[config.mk]
export PLATFORM = sky130hd
export DESIGN_NAME = multi_servo_slew_sequencer_core
export DESIGN_NICKNAME = d
export VERILOG_FILES = /design/src/msss_pkg.sv /design/src/msss_slew_unit.sv /design/src/multi_servo_slew_sequencer_core.sv
export SDC_FILE = /design/constraint.sdc
export NUM_CORES = 1
export LEC_CHECK = 0
export BUFFER_PORTS_ARGS = -buffer_cell sky130_fd_sc_hd__buf_2
export CAP_MARGIN = 25
export CORE_MARGIN = 2
export CORE_UTILIZATION = 56
export CTS_CLUSTER_DIAMETER = 40
export DETAILED_ROUTE_END_ITERATION = 8
export PLACE_DENSITY_LB_ADDON = 0.1
export SETUP_SLACK_MARGIN = 0.3
export SYNTH_ARGS = -nofsm -noshare
export SYNTH_HDL_FRONTEND = slang
export SYNTH_SLANG_ARGS = --single-unit
[constraint.sdc]
create_clock -name clock -period 5.2 [get_ports clock]
set_clock_uncertainty 0.2 [all_clocks]
set_input_delay 1.04 -clock clock [delete_from_list [all_inputs] [get_ports clock]]
set_output_delay 1.04 -clock clock [all_outputs]
set_load 0.01 [all_outputs]
[src/msss_pkg.sv]
// ----------------------------------------------------------------------------
// msss_pkg: shared types, codes and helpers of the servo slew sequencer
// Holds the field widths, register reset values, action and motion codes
// and the small helpers of the core; the checker shares its codes and widths.
// ----------------------------------------------------------------------------
package msss_pkg;

   localparam int unsigned NUM_SERVOS_DEFAULT = 5;

   localparam int unsigned ANGLE_W    = 8;
   localparam int unsigned INTERVAL_W = 10;
   localparam int unsigned ACTION_W   = 3;
   localparam int unsigned MODE_W     = 3;
   localparam int unsigned CHAN_W     = 3;
   localparam int unsigned CSR_IDX_W  = 3;
   localparam int unsigned CSR_DATA_W = 10;
   localparam int unsigned REQ_DATA_W = 8;
   localparam int unsigned RSP_DATA_W = 16;

   typedef logic [ANGLE_W-1:0]    angle_type;
   typedef logic [INTERVAL_W-1:0] interval_type;
   typedef logic [MODE_W-1:0]     mode_type;

   // Register reset values
   localparam angle_type    STEP_RESET     = 8'd5;
   localparam interval_type INTERVAL_RESET = 10'd20;
   localparam angle_type    MIN_RESET      = 8'd20;
   localparam angle_type    MAX_RESET      = 8'd150;
   localparam angle_type    OPEN_RESET     = 8'd40;
   localparam angle_type    GRAB_RESET     = 8'd120;
   localparam angle_type    RELEASE_RESET  = 8'd70;
   localparam angle_type    STOP_RESET     = 8'd90;
   localparam angle_type    HOME_ANGLE     = 8'd90;

   localparam interval_type ELAPSED_MAX = '1;

   // Register indexes
   localparam logic [CSR_IDX_W-1:0] CSR_STEP     = 3'd0;
   localparam logic [CSR_IDX_W-1:0] CSR_INTERVAL = 3'd1;
   localparam logic [CSR_IDX_W-1:0] CSR_MIN      = 3'd2;
   localparam logic [CSR_IDX_W-1:0] CSR_MAX      = 3'd3;
   localparam logic [CSR_IDX_W-1:0] CSR_OPEN     = 3'd4;
   localparam logic [CSR_IDX_W-1:0] CSR_GRAB     = 3'd5;
   localparam logic [CSR_IDX_W-1:0] CSR_RELEASE  = 3'd6;
   localparam logic [CSR_IDX_W-1:0] CSR_STOP     = 3'd7;

   // Start actions
   localparam logic [ACTION_W-1:0] ACT_OPEN    = 3'd1;
   localparam logic [ACTION_W-1:0] ACT_GRAB    = 3'd2;
   localparam logic [ACTION_W-1:0] ACT_RELEASE = 3'd3;
   localparam logic [ACTION_W-1:0] ACT_STOP    = 3'd4;

   // Motion states
   localparam mode_type MODE_IDLE  = 3'd0;
   localparam mode_type MODE_FAULT = 3'd5;

   localparam logic CMD_TICK  = 1'b0;
   localparam logic CMD_START = 1'b1;

   localparam logic STATUS_OK  = 1'b0;
   localparam logic STATUS_ERR = 1'b1;

   // Clamp a preset into [lo, hi]; when they cross, a value below lo gets lo, any other gets hi.
   function automatic angle_type clamp_angle(angle_type a, angle_type lo, angle_type hi);
      angle_type r;
      if (a < lo) begin
         r = lo;
      end else if (a > hi) begin
         r = hi;
      end else begin
         r = a;
      end
      return r;
   endfunction

   function automatic logic busy_of(mode_type m);
      return (m != MODE_IDLE) && (m != MODE_FAULT);
   endfunction

endpackage

[src/msss_slew_unit.sv]
// ----------------------------------------------------------------------------
// msss_slew_unit: one-channel slew step
// Moves one angle at most step_size toward its target; flags a move.
// ----------------------------------------------------------------------------
module msss_slew_unit (
   input  msss_pkg::angle_type cur_angle,
   input  msss_pkg::angle_type tgt_angle,
   input  msss_pkg::angle_type step_size,
   output msss_pkg::angle_type next_angle,
   output logic                moved
);
   import msss_pkg::*;

   angle_type diff;

   always_comb begin
      diff       = '0;
      next_angle = cur_angle;
      if (cur_angle < tgt_angle) begin
         diff       = tgt_angle - cur_angle;
         next_angle = (diff > step_size) ? cur_angle + step_size : tgt_angle;
      end else if (cur_angle > tgt_angle) begin
         diff       = cur_angle - tgt_angle;
         next_angle = (diff > step_size) ? cur_angle - step_size : tgt_angle;
      end
   end

   assign moved = (cur_angle != tgt_angle);

endmodule

[src/multi_servo_slew_sequencer_core.sv]
// ----------------------------------------------------------------------------
// multi_servo_slew_sequencer_core: multi-channel servo slew sequencer
// Ramps NUM_SERVOS angles toward a clamped pose preset, one step per
// move interval, and reports status or the new angles per input word.
// ----------------------------------------------------------------------------
//
//   port group | dir | role          | payload
//   -----------+-----+---------------+----------------------------------------
//   req_*      | in  | command words | tuser: command; tdata: action, drive_error
//   rsp_*      | out | result words  | tuser: is_angle; tlast: last; tdata below
//   csr_*      | in  | register write| index 0..7, data 10 bits
//
// Flow: a start word or a tick that does not step is accepted, then its status
//   word is shown. A stepping tick runs the shared slew unit over the channels
//   one per cycle, then loads each angle word into the output register and
//   shows it until taken, channel by channel.
// req_tready is high only between words; the sequencer owns the shared unit.
// Reset: synchronous, active high; clears registers to defaults, angles and
//   targets to 90, motion state to idle and the interval counter to zero.
// Stalls: rsp_tready held low freezes the result word and the sequencer.
// ----------------------------------------------------------------------------
module multi_servo_slew_sequencer_core #(
   parameter int unsigned NUM_SERVOS = msss_pkg::NUM_SERVOS_DEFAULT
) (
   input  logic                               clock,
   input  logic                               reset,
   // command words
   input  logic                               req_tvalid,
   output logic                               req_tready,
   input  logic [msss_pkg::REQ_DATA_W-1:0]    req_tdata,  // [2:0] action, [3] drive_error
   input  logic                               req_tuser,  // [0] command
   // result words
   output logic                               rsp_tvalid,
   input  logic                               rsp_tready,
   output logic [msss_pkg::RSP_DATA_W-1:0]    rsp_tdata,  // [2:0] channel, [10:3] angle,
                                                          // [11] status, [14:12] pose_state,
                                                          // [15] busy_res
   output logic                               rsp_tuser,  // [0] is_angle
   output logic                               rsp_tlast,
   // register writes
   input  logic                               csr_valid,
   output logic                               csr_ready,
   input  logic [msss_pkg::CSR_IDX_W-1:0]     csr_index,
   input  logic [msss_pkg::CSR_DATA_W-1:0]    csr_data
);
   import msss_pkg::*;

   localparam int unsigned IDX_W = (NUM_SERVOS > 1) ? $clog2(NUM_SERVOS) : 1;
   localparam logic [IDX_W-1:0] LAST_IDX = IDX_W'(NUM_SERVOS - 1);

   // sequencer states
   localparam logic [1:0] ST_WAIT = 2'd0;  // take a command word
   localparam logic [1:0] ST_STEP = 2'd1;  // slew one channel per cycle
   localparam logic [1:0] ST_LOAD = 2'd2;  // fetch one angle into the output
   localparam logic [1:0] ST_SEND = 2'd3;  // hold the result word until taken

   // configuration
   angle_type    step_ff, min_ff, max_ff;
   angle_type    open_ff, grab_ff, release_ff, stop_ff;
   interval_type interval_ff;

   // block state
   angle_type    cur_ff [NUM_SERVOS];
   angle_type    target_ff, target_in;
   mode_type     mode_ff, mode_in;
   interval_type elapsed_ff, elapsed_in, elapsed_inc;

   logic [1:0]       state_ff, state_in;
   logic [IDX_W-1:0] idx_ff, idx_in;
   logic             moved_ff, moved_in;
   logic [IDX_W+2:0] idx_ext;

   // output register
   logic      rsp_valid_ff, rsp_valid_in;
   logic      rsp_user_ff, rsp_user_in;
   logic      rsp_last_ff, rsp_last_in;
   logic [CHAN_W-1:0] rsp_chan_ff, rsp_chan_in;
   angle_type rsp_angle_ff, rsp_angle_in;
   logic      rsp_status_ff, rsp_status_in;
   mode_type  rsp_mode_ff, rsp_mode_in;

   // decoded command word
   logic                cmd;
   logic [ACTION_W-1:0] action;
   logic                drive_error;
   angle_type           preset;
   logic                preset_ok;

   // shared slew unit
   angle_type slew_next;
   logic      slew_moved;
   logic      cur_we;

   assign cmd         = req_tuser;
   assign action      = req_tdata[2:0];
   assign drive_error = req_tdata[3];
   assign idx_ext     = {3'b000, idx_ff};

   assign req_tready = (state_ff == ST_WAIT);
   assign csr_ready  = 1'b1;

   assign rsp_tvalid = rsp_valid_ff;
   assign rsp_tuser  = rsp_user_ff;
   assign rsp_tlast  = rsp_last_ff;
   assign rsp_tdata  = {busy_of(rsp_mode_ff), rsp_mode_ff, rsp_status_ff,
                        rsp_angle_ff, rsp_chan_ff};

   // saturating millisecond count
   assign elapsed_inc = (elapsed_ff == ELAPSED_MAX) ? ELAPSED_MAX : elapsed_ff + 10'd1;

   // pick the pose preset for a start word
   always_comb begin
      preset    = STOP_RESET;
      preset_ok = 1'b1;
      unique case (action)
         ACT_OPEN:    preset = open_ff;
         ACT_GRAB:    preset = grab_ff;
         ACT_RELEASE: preset = release_ff;
         ACT_STOP:    preset = stop_ff;
         default:     preset_ok = 1'b0;
      endcase
   end

   msss_slew_unit u_slew (
      .cur_angle  (cur_ff[idx_ff]),
      .tgt_angle  (target_ff),
      .step_size  (step_ff),
      .next_angle (slew_next),
      .moved      (slew_moved)
   );

   always_comb begin
      state_in      = state_ff;
      idx_in        = idx_ff;
      moved_in      = moved_ff;
      target_in     = target_ff;
      mode_in       = mode_ff;
      elapsed_in    = elapsed_ff;
      cur_we        = 1'b0;
      rsp_valid_in  = rsp_valid_ff;
      rsp_user_in   = rsp_user_ff;
      rsp_last_in   = rsp_last_ff;
      rsp_chan_in   = rsp_chan_ff;
      rsp_angle_in  = rsp_angle_ff;
      rsp_status_in = rsp_status_ff;
      rsp_mode_in   = rsp_mode_ff;

      unique case (state_ff)
         ST_WAIT: begin
            if (req_tvalid) begin
               // default: a single status word, state unchanged
               state_in      = ST_SEND;
               rsp_valid_in  = 1'b1;
               rsp_user_in   = 1'b0;
               rsp_last_in   = 1'b1;
               rsp_chan_in   = '0;
               rsp_angle_in  = '0;
               rsp_status_in = STATUS_OK;
               rsp_mode_in   = mode_ff;
               priority if (cmd == CMD_START) begin
                  if (preset_ok) begin
                     target_in   = clamp_angle(preset, min_ff, max_ff);
                     mode_in     = action;
                     elapsed_in  = '0;
                     rsp_mode_in = action;
                  end else begin
                     rsp_status_in = STATUS_ERR;
                  end
               end else if (drive_error) begin
                  mode_in       = MODE_FAULT;
                  rsp_mode_in   = MODE_FAULT;
                  rsp_status_in = STATUS_ERR;
               end else if (mode_ff == MODE_IDLE) begin
                  rsp_status_in = STATUS_OK;
               end else if (mode_ff == MODE_FAULT) begin
                  rsp_status_in = STATUS_ERR;
               end else if (elapsed_inc < interval_ff) begin
                  elapsed_in = elapsed_inc;
               end else begin
                  // interval elapsed: run the slew pass, no status word
                  elapsed_in   = '0;
                  rsp_valid_in = 1'b0;
                  state_in     = ST_STEP;
                  idx_in       = '0;
                  moved_in     = 1'b0;
               end
            end
         end
         ST_STEP: begin
            cur_we   = 1'b1;
            moved_in = moved_ff | slew_moved;
            if (idx_ff == LAST_IDX) begin
               // drop back to idle when no channel had to move
               if (!(moved_ff | slew_moved)) begin
                  mode_in = MODE_IDLE;
               end
               idx_in   = '0;
               state_in = ST_LOAD;
            end else begin
               idx_in = idx_ff + IDX_W'(1);
            end
         end
         ST_LOAD: begin
            rsp_valid_in  = 1'b1;
            rsp_user_in   = 1'b1;
            rsp_last_in   = (idx_ff == LAST_IDX);
            rsp_chan_in   = idx_ext[2:0];
            rsp_angle_in  = cur_ff[idx_ff];
            rsp_status_in = STATUS_OK;
            rsp_mode_in   = mode_ff;
            state_in      = ST_SEND;
         end
         ST_SEND: begin
            if (rsp_tready) begin
               rsp_valid_in = 1'b0;
               if (rsp_last_ff) begin
                  state_in = ST_WAIT;
               end else begin
                  idx_in   = idx_ff + IDX_W'(1);
                  state_in = ST_LOAD;
               end
            end
         end
      endcase
   end

   // configuration registers
   always_ff @(posedge clock) begin
      if (reset) begin
         step_ff     <= STEP_RESET;
         interval_ff <= INTERVAL_RESET;
         min_ff      <= MIN_RESET;
         max_ff      <= MAX_RESET;
         open_ff     <= OPEN_RESET;
         grab_ff     <= GRAB_RESET;
         release_ff  <= RELEASE_RESET;
         stop_ff     <= STOP_RESET;
      end else if (csr_valid) begin
         unique case (csr_index)
            CSR_STEP:     step_ff     <= csr_data[7:0];
            CSR_INTERVAL: interval_ff <= csr_data;
            CSR_MIN:      min_ff      <= csr_data[7:0];
            CSR_MAX:      max_ff      <= csr_data[7:0];
            CSR_OPEN:     open_ff     <= csr_data[7:0];
            CSR_GRAB:     grab_ff     <= csr_data[7:0];
            CSR_RELEASE:  release_ff  <= csr_data[7:0];
            CSR_STOP:     stop_ff     <= csr_data[7:0];
         endcase
      end
   end

   // control and motion state
   always_ff @(posedge clock) begin
      if (reset) begin
         state_ff     <= ST_WAIT;
         idx_ff       <= '0;
         moved_ff     <= 1'b0;
         target_ff    <= HOME_ANGLE;
         mode_ff      <= MODE_IDLE;
         elapsed_ff   <= '0;
         rsp_valid_ff <= 1'b0;
         for (int i = 0; i < NUM_SERVOS; i++) begin
            cur_ff[i] <= HOME_ANGLE;
         end
      end else begin
         state_ff     <= state_in;
         idx_ff       <= idx_in;
         moved_ff     <= moved_in;
         target_ff    <= target_in;
         mode_ff      <= mode_in;
         elapsed_ff   <= elapsed_in;
         rsp_valid_ff <= rsp_valid_in;
         if (cur_we) begin
            cur_ff[idx_ff] <= slew_next;
         end
      end
   end

   // result payload
   always_ff @(posedge clock) begin
      rsp_user_ff   <= rsp_user_in;
      rsp_last_ff   <= rsp_last_in;
      rsp_chan_ff   <= rsp_chan_in;
      rsp_angle_ff  <= rsp_angle_in;
      rsp_status_ff <= rsp_status_in;
      rsp_mode_ff   <= rsp_mode_in;
   end

endmodule

# Word-level counts from Yosys, hierarchy flattened
# Memories as Yosys holds them, arrays and structs flattened. A register that Yosys moved wholly into a read port is not among the register bits.
# Cells that the tools add are included.
[totals]
regBits = 111
latch_bits = 0
mem_bits_rw = 40
romBits = 0
in_bits = 27
memories = 1
[memory_table]
columns = ["name", "depth", "width", "read_ports", "rd_clocked_by_memory_dff", "write_ports", "line_no", "rtl"]
rows = [
  ["cur_ff", 5, 8, 1, 1, 5, "multi_servo_slew_sequencer_core.sv:63", "angle_type cur_ff [NUM_SERVOS];"],
]
[op_classes]
add_sub_neg = 6
multipliers = 0
n_div = 0
n_lt_le_gt_ge = 7
n_eq_ne = 33
shift = 0
muxes = 84
bitwise = 1
reduce_logical = 27
[ops]
columns = ["op", "n"]
rows = [
  ["$mux 10", 7],
  ["$mux 8", 8],
  ["$mux 3", 19],
  ["$gt 8x8->1", 4],
  ["$pmux 8 s4", 1],
  ["$mux 1", 29],
  ["$ne 2x2->1 const B", 12],
  ["$sub 8x8->8", 3],
  ["$eq 3x3->1 const B", 7],
  ["$mux 2", 9],
  ["$pmux 3 s2", 3],
  ["$reduce_and 2->1", 9],
  ["$lt 8x8->1", 2],
  ["$pmux 8 s2", 1],
  ["$eq 3x2->1 const B", 4],
  ["$add 10x1->10 const B", 1],
  ["$eq 10x10->1 const B", 1],
  ["$lt 10x10->1", 1],
  ["$pmux 3 s3", 1],
  ["$reduce_and 9->1", 1],
  ["$reduce_bool 3->1", 3],
  ["$add 8x8->8", 1],
  ["$ne 8x8->1", 1],
  ["$pmux 1 s2", 4],
  ["other kinds (19)", 26],
]

# Longest topological paths before layout
# Gate-level depths: netlist of the first run.
[depth]
ltp_word = 12
depth_mapped = 21

# By module
# A second synthesis of the first run with hierarchy kept.
[hier_totals]
hier_cells = 1057
hier_area_um2 = 10266.1
[by_module_without_submodules]
columns = ["mod", "instances", "cells_each", "area_per_inst_um2"]
rows = [
  ["multi_servo_slew_sequencer_core", 1, 794, 8315.5],
  ["msss_slew_unit", 1, 263, 1950.6],
]

# Least setup slack after synthesis of the first run
# OpenSTA, ideal clock, no wires.
[synth_path]
path_kind = "reg-to-reg"
from = "reg (tool-made name)"
to = "mem cur_ff[5][5] (netlist name), data pin"
setup_ps = 278
arrival_ps = 4597
t_required_ps = 4722
slack_ps = 125
path_stages_with_launch = 21
synth_period_minus_slack_ps = 5075
cell_sequence = "dfxtp_1 buf_2 buf_6 mux4_2 mux2i_1 inv_1 ha_1 a21oi_1 o21bai_1 a21oi_1 o21bai_1 a221oi_1 xnor2_1 ha_1 o21ai_0 nor2_1 or2_2 o21ai_0 nor2_1 o311ai_2 nand2_1"
[synth_rtl]
columns = ["item", "line_no"]
rows = [
  ["end, declared", "multi_servo_slew_sequencer_core.sv:63"],
]

==> results of run 1 <==
what timing repair did:
| action | in CTS | in global routing |
|---|---|---|
| endpoints found under the setup margin | 64 | 64 |
| gates resized for setup | 13 | 15 |
| setup buffers | 2 | 7 |
| endpoints found under the hold margin | 0 | 0 |
| pin swaps | 2 | 12 |
Yosys cell counts, drive strengths merged, types with 9 or more instances:
library cell  count  area (um2)
a211o            13         114
a21o             13        97.6
a21oi            90         450
a22oi            19         148
buf              18         105
clkbuf           37         146
dfxtp            97        1940
edfxtp           81        2430
ha               73         913
inv              67         251
mux2i            29         303
mux4             16         364
nand2           143         537
nand2b           25         156
nand3            18        90.1
nand3b           18         135
nand4            10        62.6
nor2             93         349
nor2b            20         125
nor3             19         120
o21ai            29         149
o21bai           10        75.1
o22ai            10        68.8
or2               9        56.3
xnor2            18         158
xor2             12         105
registers in the layout (all words and copies together) (netlist names), 2 cells and up, named ones only:
signal	flops
elapsed_ff	10
rsp_angle_ff	8
target_ff	8
cur_ff	64
max_ff	8
state_ff	2
release_ff	8
grab_ff	8
rsp_chan_ff	3
mode_ff	3
stop_ff	8
step_ff	8
rsp_mode_ff	3
idx_ff	3
min_ff	8
open_ff	8
interval_ff	10
worst register-to-register path, cell delays in order (launching register included):
cell and delay (ns):
dfxtp_4 0.39, buf_12 0.13, mux4_2 0.53, mux2i_4 0.26, inv_2 0.09, buf_4 0.16, fa_2 0.36, a21o_1 0.18
a21oi_2 0.17, o21bai_1 0.10, a21oi_2 0.14, xnor2_1 0.14, ha_1 0.27, o21ai_1 0.12, nor2_1 0.06, or2_2 0.31
o21ai_2 0.16, buf_6 0.13, nor2_1 0.05, o311ai_2 0.26, buf_4 0.20, nand2_1 0.09
path summary, 6_finish.rpt:
kind	from	end	slack (ns)
max	flip-flop	cur_ff[7][5]$_DFFE_PP_	0.45
min reg2reg	interval_ff[5]$_SDFFE_PP0P_	interval_ff[5]$_SDFFE_PP0P_	0.26
min	interval_ff[5]$_SDFFE_PP0P_	interval_ff[5]$_SDFFE_PP0P_	0.26
max reg2reg	flip-flop	cur_ff[7][5]$_DFFE_PP_	0.45
power groups by stage:
stage | combinational, mW | clock [mW] | sequential, mW
2_1_floorplan | 0.922 | 0 | 1.62
3_3_place_gp | 1.29 | 0 | 1.63
3_5_place_dp | 1.30 | 0 | 1.63
4_1_cts | 1.34 | 1.30 | 1.60
5_1_grt | 1.53 | 1.35 | 1.60
6_report | 1.41 | 1.28 | 1.60
layout make-up:
type | count | area, um2
fill | 1501 | 6450
sequential | 178 | 4380
tap | 229 | 287
clock buffer | 18 | 429
inverter | 68 | 255
clock inverter | 14 | 158
timing repair buffer | 83 | 563
multi-input combinational | 782 | 5510
kinds of logic after synthesis:
| logic type | Yosys count | share of synthesized area, % |
|---|---|---|
| mux | 46 | 6.59 |
| other cells | 1 | 0.0364 |
| simple gates | 382 | 17.6 |
| xor+xnor | 30 | 2.55 |
| fa+ha+maj | 78 | 9.75 |
| compound gates | 245 | 16.1 |
| flops | 178 | 42.5 |
| buf+inv | 123 | 4.92 |
routing by layer:
metal	vias up	routed length (um)	track usage, %
met5	-	0	0
met4	0	368	6.37
met3	33	957	4.23
met2	168	12300	44.7
met1	3768	11200	34.1
li1	3959	-	-
through the flow:
stage          total power, mW  instance area, um2  setup WS [ns]  util [%]  hold slack, ns
2_1_floorplan             2.54               10300          0.349         -           0.236
3_3_place_gp              2.91               10800         0.0949      59.9           0.241
3_5_place_dp              2.93               10800        0.00313      60.0           0.247
4_1_cts                   4.24               11500          0.304      63.6           0.256
5_1_grt                   4.48               11600          0.235      64.2           0.273
6_report                  4.29               11600          0.445      64.2           0.255
==> summary.md, run 1 <==
| Metric | Value |
|---|---|
| Status | `completed` |
| Critical Path Start Type | `flip-flop` |
| Die height | `140 um` |
| Die footprint | `0.0195 mm2` |
| Number of placed cells counting well taps | `1330` |
| Leakage | `4.46 nW` |
| Vias in the first global route | `7587` |
| Worst slew pin tran | `0.992 ns` |
| CP Data Arrival Time | `4.72 ns` |
| Post-synth EDFFs | `81` |
| Clock latency at the later pin of the worst-skew pair | `0.44 ns` |
| Clock sinks | `178` |
| Non-Filler Instances | `1372` |
| Mapped Nets | `1187` |
| Final period util | `91.4%` |
| H-tree depth | `4` |
| Critical Path Stages | `21` |
| # rows | `49` |
| P&R area growth vs syn | `12.5%` |
| CP Max Fanout | `7` |
| RSZ-0062 raised after global routing | `true` |
| Crit-path max cell delay | `0.52 ns` |
| Setup-failing EPs final | `0` |
| Gr ovfl total | `0` |
| Worst setup path category | `flip-flop to flip-flop` |
| P_int | `2.83 mW` |
| YS warnings | `0` |
| Final-report max-slew violation count | `0` |
| WP buf/inv | `5` |
| Cells on worst reg2reg path | `21` |
| Crit path max-delay cell type | `mux4_2` |
| ANT cells | `0` |
| Synth Register Bits | `178` |
| Crit. End Element | `flip-flop` |
| Synth Instances | `1083` |
| IO Port Bufs | `42` |
| Synth Area per Inst | `9.51 um2` |
| Initial Utilization | `57.1%` |
| Fmax | `0.210 GHz` |
| # IOs | `48` |
| Hold path depth | `2` |
| Comb pwr share | `32.9%` |
| CTS Buf Count | `17` |
| Drt total wl | `24.9 mm` |
| Hold Path Class | `flip-flop to flip-flop` |
| Async SR Flop Fraction | `0%` |
| Sum Neg Setup Slack | `0 ns` |
| Max Cap Viol | `0` |
| Netlist cell types | `74` |
| Net Sw Power | `1.46 mW` |
| Top_reg_cell synth | `dfxtp_1` |
| Die width | `140 um` |
| Global Route Usage Sum | `25.8%` |
| Fin crit period | `4.75 ns` |
| Hpwl dp | `18.3 mm` |
| Core Area | `0.0180 mm2` |
| Layout cell share with drive strength beyond 1 | `15.4%` |
| Clock buffer depth | `2` |
| Final nets | `1234` |
| CTS Hold Bufs | `0` |
| Final Hold Viols | `0` |
| Vias | `7928` |
| Antenna-violating nets left | `0` |
| DRC Markers | `0` |
| Clock slew at reported path FFs | `0.07 ns` |
| CTS tree | `done` |
| First-pass GRT wire length | `39.6 mm` |
| First drt pass iteration count | `5` |
| Drt wl/cell | `18.2 um` |
| Power Dens Cells | `370 mW/mm2` |
| Initial DRC count | `516` |
| GPL Wtd Cong | `0.876` |
| Drt via density | `5.78` |
| Data required time of the worst path | `5.17 ns` |
| Top delay family on crit path | `compound AO/OA/AOI/OAI gates` |
| Clock Power Share | `29.9%` |
| Commonest non-fill, non-tap cell in the layout | `nand2_1` |
| Relative slew slack | `33.9%` |
| Initial antenna violation count | `0` |
| Power share of the sequential group | `37.2%` |
| Root Driver | `clkbuf_16` |
| Crit-path cells | `buf_12 -> mux4_2 -> mux2i_4 -> inv_2 -> buf_4 -> fa_2 -> a21o_1 -> a21oi_2 -> o21bai_1 -> a21oi_2 -> xnor2_1 -> ha_1 -> o21ai_1 -> nor2_1 -> or2_2 -> o21ai_2 -> buf_6 -> nor2_1 -> o311ai_2 -> buf_4 -> nand2_1` |
| Mapped Area | `0.0103 mm2` |
| Sw frac | `34.0%` |
| Largest net degree at the start of global routing | `100` |
| Worst vdd ir | `0.261 mV` |
| Commonest cells after routing, fill and taps aside | `143 x nand2_1, 96 x dfxtp_1, 93 x nor2_1` |
| Register area share after synthesis | `42.5%` |
No activity file was read; power rests on OpenSTA's default activity.
==> run 2: changes to the inputs <==
--- a/config.mk
+++ b/config.mk
@@ -6,7 +6,7 @@
 export NUM_CORES = 1
 export LEC_CHECK = 0
 export BUFFER_PORTS_ARGS = -buffer_cell sky130_fd_sc_hd__buf_2
-export CAP_MARGIN = 25
+export CAP_MARGIN = 5
 export CORE_MARGIN = 2
 export CORE_UTILIZATION = 56
 export CTS_CLUSTER_DIAMETER = 40
==> constraint.sdc (replaced) <==
create_clock -name clock -period 4.1 [get_ports clock]
set_clock_uncertainty 0.2 [all_clocks]
set_input_delay 0.82 -clock clock [delete_from_list [all_inputs] [get_ports clock]]
set_output_delay 0.82 -clock clock [all_outputs]
set_load 0.01 [all_outputs]
==> run 2 against run 1 <==
  * The flow now finishes with violations (setup timing)
  * Worst hold slack barely moved
  * Count of clock-buffer cells in the layout fell by 1
  * Largest power group is now combinational cells
  * Worst setup slack worse by 0.84 ns
  * Cell count up 3.4%
  * Critical endpoint is now cur_ff[1][3]$_SDFFCE_PN1P_
  * Maximum frequency up 5.7%
  * Register-to-register slack got worse by 0.84 ns
  * Die area unchanged
==> summary.md, run 2 (synthesis gave the netlist of run 1 again) <==
| Metric | Value |
|---|---|
| Status | `finished, violations left` |
| Failing checks | `setup timing` |
| # rows | `49 (unchanged)` |
| Setup ws final | `-0.400 ns (-0.845 ns)` |
| Commonest non-fill, non-tap cell in the layout | `nand2_1` |
| Hold Path Class | `flip-flop to flip-flop` |
| Vias | `8275 (+4.4%)` |
| P&R area growth vs syn | `17.9%` |
| Gr ovfl total | `0 (unchanged)` |
| Initial DRC count | `572 (+11%)` |
| Initial antenna violation count | `0 (unchanged)` |
| Vias in the first global route | `8022 (+5.7%)` |
| CTS Hold Bufs | `0 (unchanged)` |
| Worst vdd ir | `0.357 mV (+37%)` |
| Placed cell areas | `0.0113 mm2 (+4.3%)` |
| Crit path max-delay cell type | `mux4_2` |
| First-pass GRT wire length | `42.3 mm (+6.7%)` |
| # IOs | `48 (unchanged)` |
| IO Port Bufs | `42 (unchanged)` |
| P_int | `3.78 mW (+34%)` |
| Biggest register | `cur_ff` |
| Die width | `140 um (unchanged)` |
| Sw frac | `35.4% (+1.4 points)` |
| Crit. End Element | `flip-flop` |
| Final nets | `1280 (+3.7%)` |
| Final Hold Viols | `0 (unchanged)` |
| Power consumption | `5.86 mW (+37%)` |
| Commonest cells after routing, fill and taps aside | `134 x nand2_1, 96 x dfxtp_1, 82 x nor2_1` |
| Clock Power Share | `28.0% (-1.9 points)` |
| Root Driver | `clkbuf_16` |
| Clock slew at reported path FFs | `0.08 ns (about the same)` |
| GPL Wtd Cong | `0.891 (+1.7%)` |
| Relative slew slack | `30.6% (-3.3 points)` |
| Setup-failing EPs final | `64 (+64)` |
| CTS Buf Count | `17 (unchanged)` |
| Worst setup path category | `flip-flop to flip-flop` |
| Design area | `0.0121 mm2 (+4.8%)` |
| Hold path depth | `2 (unchanged)` |
| Antenna-violating nets left | `0 (unchanged)` |
| Critical Path Start Type | `flip-flop` |
| DRC Markers | `0 (unchanged)` |
| ANT cells | `0 (unchanged)` |
| Clock sinks | `178 (unchanged)` |
| Worst slew pin tran | `1.04 ns (+0.0494 ns)` |
| Max Cap Viol | `0 (unchanged)` |
| H-tree depth | `4 (unchanged)` |
| Hpwl dp | `19.0 mm (+3.6%)` |
| Global Route Usage Sum | `27.6% (+1.8 points)` |
| CTS tree | `done` |
| Die height | `140 um (unchanged)` |
| Fmax | `0.222 GHz (+5.7%)` |
| Max reg flops | `64 (unchanged)` |
| Drt via density | `5.84 (+0.99%)` |
| Crit-path cells | `mux4_2 -> mux2i_2 -> buf_4 -> ha_4 -> inv_4 -> fa_2 -> a21o_1 -> a21oi_2 -> o21bai_1 -> a21oi_1 -> xnor2_1 -> ha_1 -> nand4_1 -> or2_4 -> a21boi_4 -> mux2i_1 -> a221o_1 -> buf_6 -> nand2_2` |
| Net Sw Power | `2.08 mW (+42%)` |
| Drt total wl | `25.9 mm (+4.1%)` |
| CP Max Fanout | `6 (-1)` |
| First drt pass iteration count | `5 (unchanged)` |
| Fin crit period | `4.50 ns (-0.255 ns)` |
| RSZ-0062 raised after global routing | `true` |
| Core Area | `0.0180 mm2 (unchanged)` |
| Data required time of the worst path | `4.07 ns (-1.10 ns)` |
| Leakage | `4.71 nW (+5.5%)` |
| Power share of the sequential group | `34.6% (-2.6 points)` |
| Clock latency at the later pin of the worst-skew pair | `0.44 ns (about the same)` |
| Final-report max-slew violation count | `0 (unchanged)` |
| Comb pwr share | `37.4% (+4.5 points)` |
| Initial Utilization | `57.1% (unchanged)` |
| Power Dens Cells | `483 mW/mm2 (+30%)` |
| Final period util | `110% (+18 points)` |
| Top Registers | `cur_ff x64, elapsed_ff x10, interval_ff x10` |
| Drt wl/cell | `18.3 um (+0.77%)` |
| Layout cell share with drive strength beyond 1 | `22.9% (+7.5 points)` |
| Cells on worst reg2reg path | `19 (-9.5%)` |
| Crit-path max cell delay | `0.52 ns (about the same)` |
| Die footprint | `0.0195 mm2 (unchanged)` |
| Clock buffer depth | `2 (unchanged)` |
| Largest net degree at the start of global routing | `100 (unchanged)` |
| CP Data Arrival Time | `4.47 ns (-0.25 ns)` |
run 2: metrics by stage:
| step | setup TNS, ns | worst slack, ns | utilization, % | hold slack, ns | instances |
|---|---|---|---|---|---|
| after global routing | -32.73 | -0.581 | 67.3 | 0.275 | 1418 |
| after CTS | -24.54 | -0.429 | 66.4 | 0.255 | 1416 |
| after detailed placement | -28.83 | -0.501 | 62.6 | 0.248 | 1380 |
| after floorplan | -15.18 | -0.295 | - | 0.236 | 1083 |
| after global placement | -25.77 | -0.474 | 62.6 | 0.241 | 1380 |
| final | -21.46 | -0.400 | 67.3 | 0.256 | 1418 |
run 2: metal layers:
metal,track usage [%],wire length (um)
met5,0,0
met4,8.95,530
met3,3.13,1080
met2,47.0,12800
met1,37.0,11600
run 2: worst max-delay path: cells and delay by family, from the launching register on:
| family | cells | cell delay [ns] |
|---|---|---|
| muxes | 3 | 0.90 |
| xor gates and xnor gates | 1 | 0.15 |
| AOI/OAI and AO/OA | 6 | 1.04 |
| adders and majority gates | 3 | 0.75 |
| and+or+nand+nor | 3 | 0.40 |
| buffers and inverters | 3 | 0.36 |
| DFF | 1 | 0.40 |
run 2: cell type report:
| class | count | area, um2 |
|---|---|---|
| Clock buffer | 17 | 425 |
| Multi-Input combinational cell | 782 | 5700 |
| Tap cell | 229 | 287 |
| Sequential cell | 178 | 4380 |
| Inverter | 68 | 265 |
| Timing Repair Buffer | 129 | 911 |
| Clock inverter | 15 | 168 |
| Fill cell | 1466 | 5890 |
run 2: repair_timing:
action | 4_1_cts | 5_1_grt
buffers inserted | 4 | 2
resized for setup | 25 | 42
pin swaps | 29 | 19
setup endpoints to repair | 64 | 64
run 2: final timing paths:
kind	from	endpoint	slack (ns)
setup reg to reg	flip-flop	cur_ff[1][3]$_SDFFCE_PN1P_	-0.40
hold reg to reg	interval_ff[7]$_SDFFE_PP0P_	interval_ff[7]$_SDFFE_PP0P_	0.26
setup / recovery	flip-flop	cur_ff[1][3]$_SDFFCE_PN1P_	-0.40
hold / removal	interval_ff[7]$_SDFFE_PP0P_	interval_ff[7]$_SDFFE_PP0P_	0.26
run 2: power groups by stage:
stage               logic [mW]  registers (mW)  clock network, mW
floorplan                 1.27            2.06                  0
global placement          1.87            2.06                  0
detailed placement        1.89            2.06                  0
CTS                       2.02            2.02               1.66
global route              2.36            2.03               1.74
finish                    2.19            2.03               1.64
